==> src/ols_pkg.sv <==
// ----------------------------------------------------------------------------
// ols_pkg
// Shared types and constants of the ordered list store: sizes, request kinds,
// status codes, entry layout and memory port control.
// ----------------------------------------------------------------------------
package ols_pkg;

  // list size and entry widths
  localparam int DEPTH        = 32;
  localparam int KEY_BITS     = 64;
  localparam int PAYLOAD_BITS = 32;
  localparam int ADDR_W       = $clog2(DEPTH);
  localparam int CNT_W        = $clog2(DEPTH + 1);

  // item field widths
  localparam int KIND_W    = 3;
  localparam int POS_W     = 5;
  localparam int IN_KEY_W  = 64;
  localparam int IN_PAY_W  = 32;
  localparam int STATUS_W  = 3;
  localparam int OUT_CNT_W = 6;

  // request kinds
  localparam logic [KIND_W-1:0] KIND_CLEAR  = 3'd0;
  localparam logic [KIND_W-1:0] KIND_INSERT = 3'd1;
  localparam logic [KIND_W-1:0] KIND_DELETE = 3'd2;
  localparam logic [KIND_W-1:0] KIND_READ   = 3'd3;
  localparam logic [KIND_W-1:0] KIND_UPDATE = 3'd4;
  localparam logic [KIND_W-1:0] KIND_FIND   = 3'd5;

  // result status codes
  localparam logic [STATUS_W-1:0] STAT_OK       = 3'd0;
  localparam logic [STATUS_W-1:0] STAT_FULL     = 3'd1;
  localparam logic [STATUS_W-1:0] STAT_BADPOS   = 3'd2;
  localparam logic [STATUS_W-1:0] STAT_NOTFOUND = 3'd3;
  localparam logic [STATUS_W-1:0] STAT_EMPTY    = 3'd4;

  // sequencer states
  typedef enum logic {
    S_IDLE,
    S_WALK
  } state_t;

  // one stored entry
  typedef struct packed {
    logic [KEY_BITS-1:0]     key;
    logic [PAYLOAD_BITS-1:0] payload;
  } entry_t;

  // entry memory port control
  typedef struct packed {
    logic              we;
    logic [ADDR_W-1:0] waddr;
    logic [ADDR_W-1:0] raddr;
  } mem_ctl_t;

endpackage

==> src/ols_entry_mem.sv <==
// ----------------------------------------------------------------------------
// ols_entry_mem
// Entry storage: one write port and one read port, read data registered.
// ----------------------------------------------------------------------------
module ols_entry_mem (
  input  logic              clk,
  input  ols_pkg::mem_ctl_t ctl,
  input  ols_pkg::entry_t   wr_entry,
  output ols_pkg::entry_t   rd_entry_r
);
  import ols_pkg::*;

  entry_t mem [DEPTH];

  // write port and registered read port
  always_ff @(posedge clk) begin
    if (ctl.we) begin
      mem[ctl.waddr] <= wr_entry;
    end
    rd_entry_r <= mem[ctl.raddr];
  end

endmodule

==> src/ordered_list_store_core.sv <==
// ----------------------------------------------------------------------------
// ordered_list_store_core
// Ordered list of key/payload entries with clear, insert, delete, read,
// update and find, walked one entry per cycle through one read and one write port.
// ----------------------------------------------------------------------------
//  channel  ports                                   handshake
//  input    in_kind in_append in_position in_key    start high, busy low
//           in_payload
//  result   out_status out_found_position           out_valid, one cycle,
//           out_read_key out_read_payload           no back pressure
//           out_entry_count
//
//  clear, append, update, delete of the last entry, unused kinds and every
//  refused request answer in the cycle after acceptance and leave busy low.
//  insert before position n walks count-n entries, delete at n walks
//  count-n-1, find walks up to count and read walks a single entry.
//  busy drops in the result cycle, so the next item can follow at once.
//  rst_n empties the list; entries need no clearing.
//  results cannot be stalled by the receiver.
// ----------------------------------------------------------------------------
module ordered_list_store_core (
  input  logic                             clk,
  input  logic                             rst_n,
  input  logic                             start,
  output logic                             busy,
  input  logic [ols_pkg::KIND_W-1:0]       in_kind,
  input  logic                             in_append,
  input  logic [ols_pkg::POS_W-1:0]        in_position,
  input  logic [ols_pkg::IN_KEY_W-1:0]     in_key,
  input  logic [ols_pkg::IN_PAY_W-1:0]     in_payload,
  output logic                             out_valid,
  output logic [ols_pkg::STATUS_W-1:0]     out_status,
  output logic [ols_pkg::POS_W-1:0]        out_found_position,
  output logic [ols_pkg::IN_KEY_W-1:0]     out_read_key,
  output logic [ols_pkg::IN_PAY_W-1:0]     out_read_payload,
  output logic [ols_pkg::OUT_CNT_W-1:0]    out_entry_count
);
  import ols_pkg::*;

  // sequencer and request registers
  state_t              state_r, state_nxt;
  logic [CNT_W-1:0]    count_r, count_nxt;
  logic [KIND_W-1:0]   kind_r, kind_nxt;
  logic [ADDR_W-1:0]   pos_r, pos_nxt;
  entry_t              entry_r, entry_nxt;
  logic [ADDR_W-1:0]   ptr_r, ptr_nxt;
  logic [ADDR_W-1:0]   last_r, last_nxt;
  logic [CNT_W-1:0]    left_r, left_nxt;
  logic                issue_r, issue_nxt;

  // result registers
  logic                  out_valid_r, out_valid_nxt;
  logic [STATUS_W-1:0]   out_status_r, out_status_nxt;
  logic [POS_W-1:0]      out_fpos_r, out_fpos_nxt;
  logic [IN_KEY_W-1:0]   out_key_r, out_key_nxt;
  logic [IN_PAY_W-1:0]   out_pay_r, out_pay_nxt;
  logic [OUT_CNT_W-1:0]  out_count_r, out_count_nxt;

  // memory interface and walk control
  mem_ctl_t            mem_ctl;
  entry_t              mem_wdata;
  entry_t              rd_entry_r;
  logic                walk_go;
  logic                walk_end;
  logic [CNT_W-1:0]    pos_ext;
  logic                key_hit;

  ols_entry_mem u_mem (
    .clk        (clk),
    .ctl        (mem_ctl),
    .wr_entry   (mem_wdata),
    .rd_entry_r (rd_entry_r)
  );

  assign pos_ext = CNT_W'(in_position);
  assign key_hit = (rd_entry_r.key == entry_r.key);

  // next state
  always_comb begin
    state_nxt = state_r;
    case (state_r)
      S_IDLE: begin
        if (start && walk_go) begin
          state_nxt = S_WALK;
        end
      end
      S_WALK: begin
        if (walk_end) begin
          state_nxt = S_IDLE;
        end
      end
      default: state_nxt = S_IDLE;
    endcase
  end

  // request decode, walk stepping and result forming
  always_comb begin
    count_nxt      = count_r;
    kind_nxt       = kind_r;
    pos_nxt        = pos_r;
    entry_nxt      = entry_r;
    ptr_nxt        = ptr_r;
    last_nxt       = last_r;
    left_nxt       = left_r;
    issue_nxt      = issue_r;
    mem_ctl        = '0;
    mem_wdata      = entry_r;
    walk_go        = 1'b0;
    walk_end       = 1'b0;
    out_valid_nxt  = 1'b0;
    out_status_nxt = STAT_OK;
    out_fpos_nxt   = '0;
    out_key_nxt    = '0;
    out_pay_nxt    = '0;

    case (state_r)
      S_IDLE: begin
        if (start) begin
          kind_nxt      = in_kind;
          pos_nxt       = ADDR_W'(in_position);
          entry_nxt     = '{key: in_key[KEY_BITS-1:0], payload: in_payload[PAYLOAD_BITS-1:0]};
          issue_nxt     = 1'b0;
          out_valid_nxt = 1'b1;
          case (in_kind)
            KIND_CLEAR: begin
              count_nxt = '0;
            end
            KIND_INSERT: begin
              if (count_r == CNT_W'(DEPTH)) begin
                out_status_nxt = STAT_FULL;
              end else if (in_append) begin
                mem_ctl.we    = 1'b1;
                mem_ctl.waddr = count_r[ADDR_W-1:0];
                mem_wdata     = entry_nxt;
                count_nxt     = count_r + 1'b1;
              end else if (pos_ext >= count_r) begin
                out_status_nxt = STAT_BADPOS;
              end else begin
                // shift entries pos..count-1 up, last one first
                out_valid_nxt = 1'b0;
                walk_go       = 1'b1;
                ptr_nxt       = ADDR_W'(count_r - 1'b1);
                left_nxt      = count_r - pos_ext;
              end
            end
            KIND_DELETE, KIND_READ, KIND_UPDATE: begin
              if (count_r == '0) begin
                out_status_nxt = STAT_EMPTY;
              end else if (pos_ext >= count_r) begin
                out_status_nxt = STAT_BADPOS;
              end else if (in_kind == KIND_UPDATE) begin
                mem_ctl.we    = 1'b1;
                mem_ctl.waddr = ADDR_W'(in_position);
                mem_wdata     = entry_nxt;
              end else if (in_kind == KIND_READ) begin
                out_valid_nxt = 1'b0;
                walk_go       = 1'b1;
                ptr_nxt       = ADDR_W'(in_position);
                left_nxt      = CNT_W'(1);
              end else if (pos_ext == count_r - 1'b1) begin
                // last entry: nothing to move
                count_nxt = count_r - 1'b1;
              end else begin
                // shift entries pos+1..count-1 down
                out_valid_nxt = 1'b0;
                walk_go       = 1'b1;
                ptr_nxt       = ADDR_W'(in_position) + 1'b1;
                left_nxt      = count_r - 1'b1 - pos_ext;
              end
            end
            KIND_FIND: begin
              if (count_r == '0) begin
                out_status_nxt = STAT_EMPTY;
              end else begin
                out_valid_nxt = 1'b0;
                walk_go       = 1'b1;
                ptr_nxt       = '0;
                left_nxt      = count_r;
              end
            end
            default: ;
          endcase
        end
      end

      S_WALK: begin
        mem_ctl.raddr = ptr_r;

        // issue the next read
        if (left_r != '0) begin
          issue_nxt = 1'b1;
          last_nxt  = ptr_r;
          left_nxt  = left_r - 1'b1;
          ptr_nxt   = (kind_r == KIND_INSERT) ? ptr_r - 1'b1 : ptr_r + 1'b1;
        end else begin
          issue_nxt = 1'b0;
        end

        // consume the entry read last cycle
        if (issue_r) begin
          case (kind_r)
            KIND_INSERT: begin
              mem_ctl.we    = 1'b1;
              mem_ctl.waddr = last_r + 1'b1;
              mem_wdata     = rd_entry_r;
            end
            KIND_DELETE: begin
              mem_ctl.we    = 1'b1;
              mem_ctl.waddr = last_r - 1'b1;
              mem_wdata     = rd_entry_r;
            end
            KIND_READ: begin
              walk_end      = 1'b1;
              out_valid_nxt = 1'b1;
              out_key_nxt   = IN_KEY_W'(rd_entry_r.key);
              out_pay_nxt   = IN_PAY_W'(rd_entry_r.payload);
            end
            KIND_FIND: begin
              if (key_hit) begin
                walk_end      = 1'b1;
                out_valid_nxt = 1'b1;
                out_fpos_nxt  = POS_W'(last_r);
                out_key_nxt   = IN_KEY_W'(rd_entry_r.key);
                out_pay_nxt   = IN_PAY_W'(rd_entry_r.payload);
              end
            end
            default: ;
          endcase
        end

        // walk drained: finish the request
        if (left_r == '0 && !issue_r) begin
          walk_end      = 1'b1;
          out_valid_nxt = 1'b1;
          case (kind_r)
            KIND_INSERT: begin
              mem_ctl.we    = 1'b1;
              mem_ctl.waddr = pos_r;
              mem_wdata     = entry_r;
              count_nxt     = count_r + 1'b1;
            end
            KIND_DELETE: begin
              count_nxt = count_r - 1'b1;
            end
            KIND_FIND: begin
              out_status_nxt = STAT_NOTFOUND;
            end
            default: ;
          endcase
        end
      end

      default: ;
    endcase

    out_count_nxt = OUT_CNT_W'(count_nxt);
  end

  // control registers
  always_ff @(posedge clk) begin
    if (!rst_n) begin
      state_r     <= S_IDLE;
      count_r     <= '0;
      left_r      <= '0;
      issue_r     <= 1'b0;
      out_valid_r <= 1'b0;
    end else begin
      state_r     <= state_nxt;
      count_r     <= count_nxt;
      left_r      <= left_nxt;
      issue_r     <= issue_nxt;
      out_valid_r <= out_valid_nxt;
    end
  end

  // request and result payload registers
  always_ff @(posedge clk) begin
    kind_r       <= kind_nxt;
    pos_r        <= pos_nxt;
    entry_r      <= entry_nxt;
    ptr_r        <= ptr_nxt;
    last_r       <= last_nxt;
    out_status_r <= out_status_nxt;
    out_fpos_r   <= out_fpos_nxt;
    out_key_r    <= out_key_nxt;
    out_pay_r    <= out_pay_nxt;
    out_count_r  <= out_count_nxt;
  end

  // ports
  assign busy               = (state_r != S_IDLE);
  assign out_valid          = out_valid_r;
  assign out_status         = out_status_r;
  assign out_found_position = out_fpos_r;
  assign out_read_key       = out_key_r;
  assign out_read_payload   = out_pay_r;
  assign out_entry_count    = out_count_r;

endmodule
==> config.mk <==
export PLATFORM = sky130hd
export DESIGN_NAME = ordered_list_store_core
export DESIGN_NICKNAME = d
export VERILOG_FILES = /design/src/ols_pkg.sv /design/src/ols_entry_mem.sv /design/src/ordered_list_store_core.sv
export SDC_FILE = /design/constraint.sdc
export NUM_CORES = 2
export LEC_CHECK = 0
export BUFFER_PORTS_ARGS = -buffer_cell sky130_fd_sc_hd__buf_2
export CAP_MARGIN = 0
export CORE_MARGIN = 10
export CORE_UTILIZATION = 60
export DETAILED_ROUTE_END_ITERATION = 8
export PLACE_DENSITY_LB_ADDON = 0.15
export SKIP_LAST_GASP = 1
export SYNTH_ARGS = -nofsm -noshare
export SYNTH_HDL_FRONTEND = slang
export SYNTH_HIERARCHICAL = 1
export SYNTH_SLANG_ARGS = --single-unit
==> constraint.sdc <==
create_clock -name clk -period 22.2 [get_ports clk]
set_input_delay 4.44 -clock clk [delete_from_list [all_inputs] [get_ports clk]]
set_output_delay 4.44 -clock clk [all_outputs]
set_load 0.005 [all_outputs]
==> flow_summary_export.csv <==
group,metric,value,unit
clock_tree,postCtsSetupRepairBufs,0,
clock_tree,hold_buffers,0,
placement,hpwl,202000,microns
clock_tree,cts_resized,0,
sta,max_freq,0.0935,GHz
critical_path,crit_type,"input pin to flop",
synthesis,netlist_area,131000,sq um
synthesis,synth_top_cells_by_count,"edfxtp_1, mux2i_1, a22oi_1, mux4_2, dfxtp_1",
cells_and_area,area_growth,12.3,%
critical_path,crit_fanout,41,
drt,drt_iter0_drc,10112,
cells_and_area,layout-drive-gt1-share,18.7,%
cells_and_area,stdcell_count,10410,
min_path,min_path_type,"flop to flop",
drt,dr_wl_met2,175000,microns
floorplanning,dieWidth,487,microns
synthesis,synth_seq_cells,3407,
sta,tightest_slew,1.36,ns
placement,place.gp.congestion,0.856,
global_routing,grt_pass1_wl,532000,microns
drt,viasPerCell,6.95,
clock_tree,numCtsBuffers,347,
drt,final_antenna_net_count,0,
global_routing,grt_pass1_vias,70623,
synthesis,ys_types,77,
power_and_ir_drop,powerDensity,91.3,nW/um^2
critical_path,endpoint_kind,"flop",
critical_path,cp.required,22.76,ns
sta,slew-limit-headroom,8.77,%
floorplanning,io_pins,220,
critical_path,crit_chain,"buf_2 > ha_1 > fa_1 > nor2b_1 > o31ai_1 > a2111oi_2 > a21o_4 > and2_4 > nand2b_1 > nand3b_1 > nor2_4 > buf_4 > buf_4",
synthesis,syn_inst,6941,
synthesis,async_reset_ff_share,0,%
synthesis,yosysWarningCount,6,
drt,drc,0,
placement,dpl.cell_count,9786,
floorplanning,row_count,171,
cells_and_area,final_util,67.7,%
sta,skew,0.0654,ns
floorplanning,initial_core_util,60.4,%
clock_tree,cts_max_level,5,
synthesis,synth_area_leaders,"edfxtp_1, mux4_2, mux2i_1",
placement,io_buffer_count,219,
synthesis,synthMostInstantiatedCell,"edfxtp_1",
clock_tree,cts_tree,"done",
run_status,outcome,"complete, no violations",
floorplanning,die_height,487,microns
power_and_ir_drop,peakVddDrop,0.0981,mV
cells_and_area,n_fill_cell,13817,
clock_tree,clk_pin_slew_worst_paths,0.06,ns
synthesis,seq_area_frac_synth,76.4,%
floorplanning,coreArea,217000,sq um
sta,finalCritPeriodShare,48.2,%
power_and_ir_drop,leakagePower,45.7,nW
sta,hold_violations,0,
clock_tree,worstSkewPairLatency,0.97,ns
sta,min_period,10.70,ns
floorplanning,dieArea,238000,sq um
cells_and_area,layout.nets,7417,
critical_path,slowest_stage,"buf_4",
drt,totalWireLength,380000,microns
drt,vias,72321,
synthesis,yosys.area.top_type_share,73.0,%
critical_path,cp_common_cell,"buf_4",
sta,setup_viol,0,
synthesis,synth_top_area_cell,"edfxtp_1",
synthesis,synth_edf_count,3186,
sta,setup_tns,0,ns
critical_path,startpoint_type,"input pin",
critical_path,critPathMaxStageDelay,1.03,ns
synthesis,synth_nets,7074,
critical_path,path_delay_family,"simple AND/OR/NAND/NOR gates",
critical_path,worstPathArrival,11.26,ns
sta,rsz0062_at_grt,"false",
sta,final_max_slew_viol_count,0,
critical_path,cp.buffers_inverters,3,
drt,dr.max_layer_used,"met5",
global_routing,grt_overflow,0,
synthesis,syn_area_per_cell,18.9,sq um
clock_tree,cts_root_buf,"clkbuf_16",
synthesis,synth-main-ff-cell,"edfxtp_1",
global_routing,antenna_found_initial,26,
clock_tree,clock_sinks,3407,
flow_run,maxCapViolations,0,
clock_tree,cts_buffer_depth,4,
drt,wl_met1,142000,microns
global_routing,groute.usage.overall,31.6,%
drt,wire_per_inst,36.5,microns
drt,drtPass1Iterations,8,
global_routing,grt_start_max_net_pins,131,
drt,dr_wl_met3,44400,microns
==> metrics by stage <==
step | worst slack (ns) | power, mW | instance area, sq um | hold slack [ns]
5_1_grt | 11.48 | 13.8 | 147000 | 0.488
6_report | 11.50 | 13.4 | 147000 | 0.454
4_1_cts | 11.71 | 13.5 | 147000 | 0.456
3_5_place_dp | 10.74 | 7.93 | 136000 | 0.445
2_1_floorplan | 10.19 | 7.66 | 131000 | 0.430
3_3_place_gp | 10.83 | 7.91 | 136000 | 0.447
==> layer usage <==
| metal | track usage (%) | vias to the layer above |
|---|---|---|
| met5 | 0 | - |
| met4 | 13.7 | 12 |
| met3 | 7.57 | 822 |
| met2 | 48.3 | 4799 |
| met1 | 43.9 | 37627 |
| li1 | - | 29061 |
==> area by class of cell <==
cell class | instances | area, sq um | area share (%)
well taps | 2854 | 3570 | 2.43
clock inverters | 139 | 1230 | 0.838
repair buffers | 407 | 2720 | 1.85
flip-flops and latches | 3407 | 100000 | 68.0
clock buffers | 474 | 9650 | 6.56
multi-input cells | 3092 | 29700 | 20.2
inverters | 29 | 116 | 0.0791
diodes | 8 | 20.0 | 0.0136
==> state kept, by name, summed over array words and instances (netlist names) <==
signal and flops:
u_mem/mem 3072, entry_r 96, u_mem/rd_entry_r 96, out_read_key 64
out_read_payload 32, count_r 6, left_r 6, out_entry_count 6
last_r 5, out_found_position 5, pos_r 5, ptr_r 5
kind_r 3, out_status 3, busy 1, issue_r 1
out_valid 1
==> logic make-up after synthesis <==
group	count (synthesis)	share of synthesized area [%]
flip-flops	3407	76.4
multiplexers	1156	12.5
AO/OA/AOI/OAI	949	5.33
AND/OR/NAND/NOR	871	3.37
buffers and inverters	442	1.56
XOR/XNOR	91	0.608
adder cells (fa/ha/maj)	25	0.262
==> path summary, 6_finish.rpt <==
kind	depth (start not counted)	slack, ns	startpoint	to
hold / removal	1	0.45	u_mem/rd_entry_r[8]	out_read_payload[8]
hold reg to reg	1	0.45	u_mem/rd_entry_r[8]	out_read_payload[8]
setup reg to reg	13	14.17	count_r[0]	u_mem/mem[25][2]
setup / recovery	13	11.50	in_position[0]	u_mem/mem[25][2]
==> cell usage in the layout (no fill, tap or decap), types with 52 or more instances in the layout <==
cell / n
dfxtp_1: 220
a21oi_1: 106
clkbuf_16: 354
a22oi_1: 521
mux4_2: 384
nand3_1: 208
edfxtp_1: 3186
mux2i_1: 771
nand4_1: 60
buf_4: 169
clkinv_1: 52
nand2_1: 187
nor2_1: 71
a31oi_1: 60
clkbuf_1: 86
buf_2: 219
and2_1: 118
==> worst register-to-register path: stages (launching register included) <==
cell       delay [ns]
dfxtp_1          0.70
inv_1            0.28
ha_1             0.28
fa_1             0.42
nor2b_1          0.20
o31ai_1          0.17
a2111oi_2        0.83
a21o_4           0.47
and2_4           0.38
nand2b_1         0.20
nand3b_1         0.61
nor2_4           1.00
buf_4            1.08
buf_4            1.01
==> power by group <==
| part | internal (mW) | switching [mW] |
|---|---|---|
| registers | 7.17 | 0.0530 |
| logic | 0.156 | 0.425 |
| clock network | 3.28 | 2.35 |
Power figures use the tool's default switching activity.
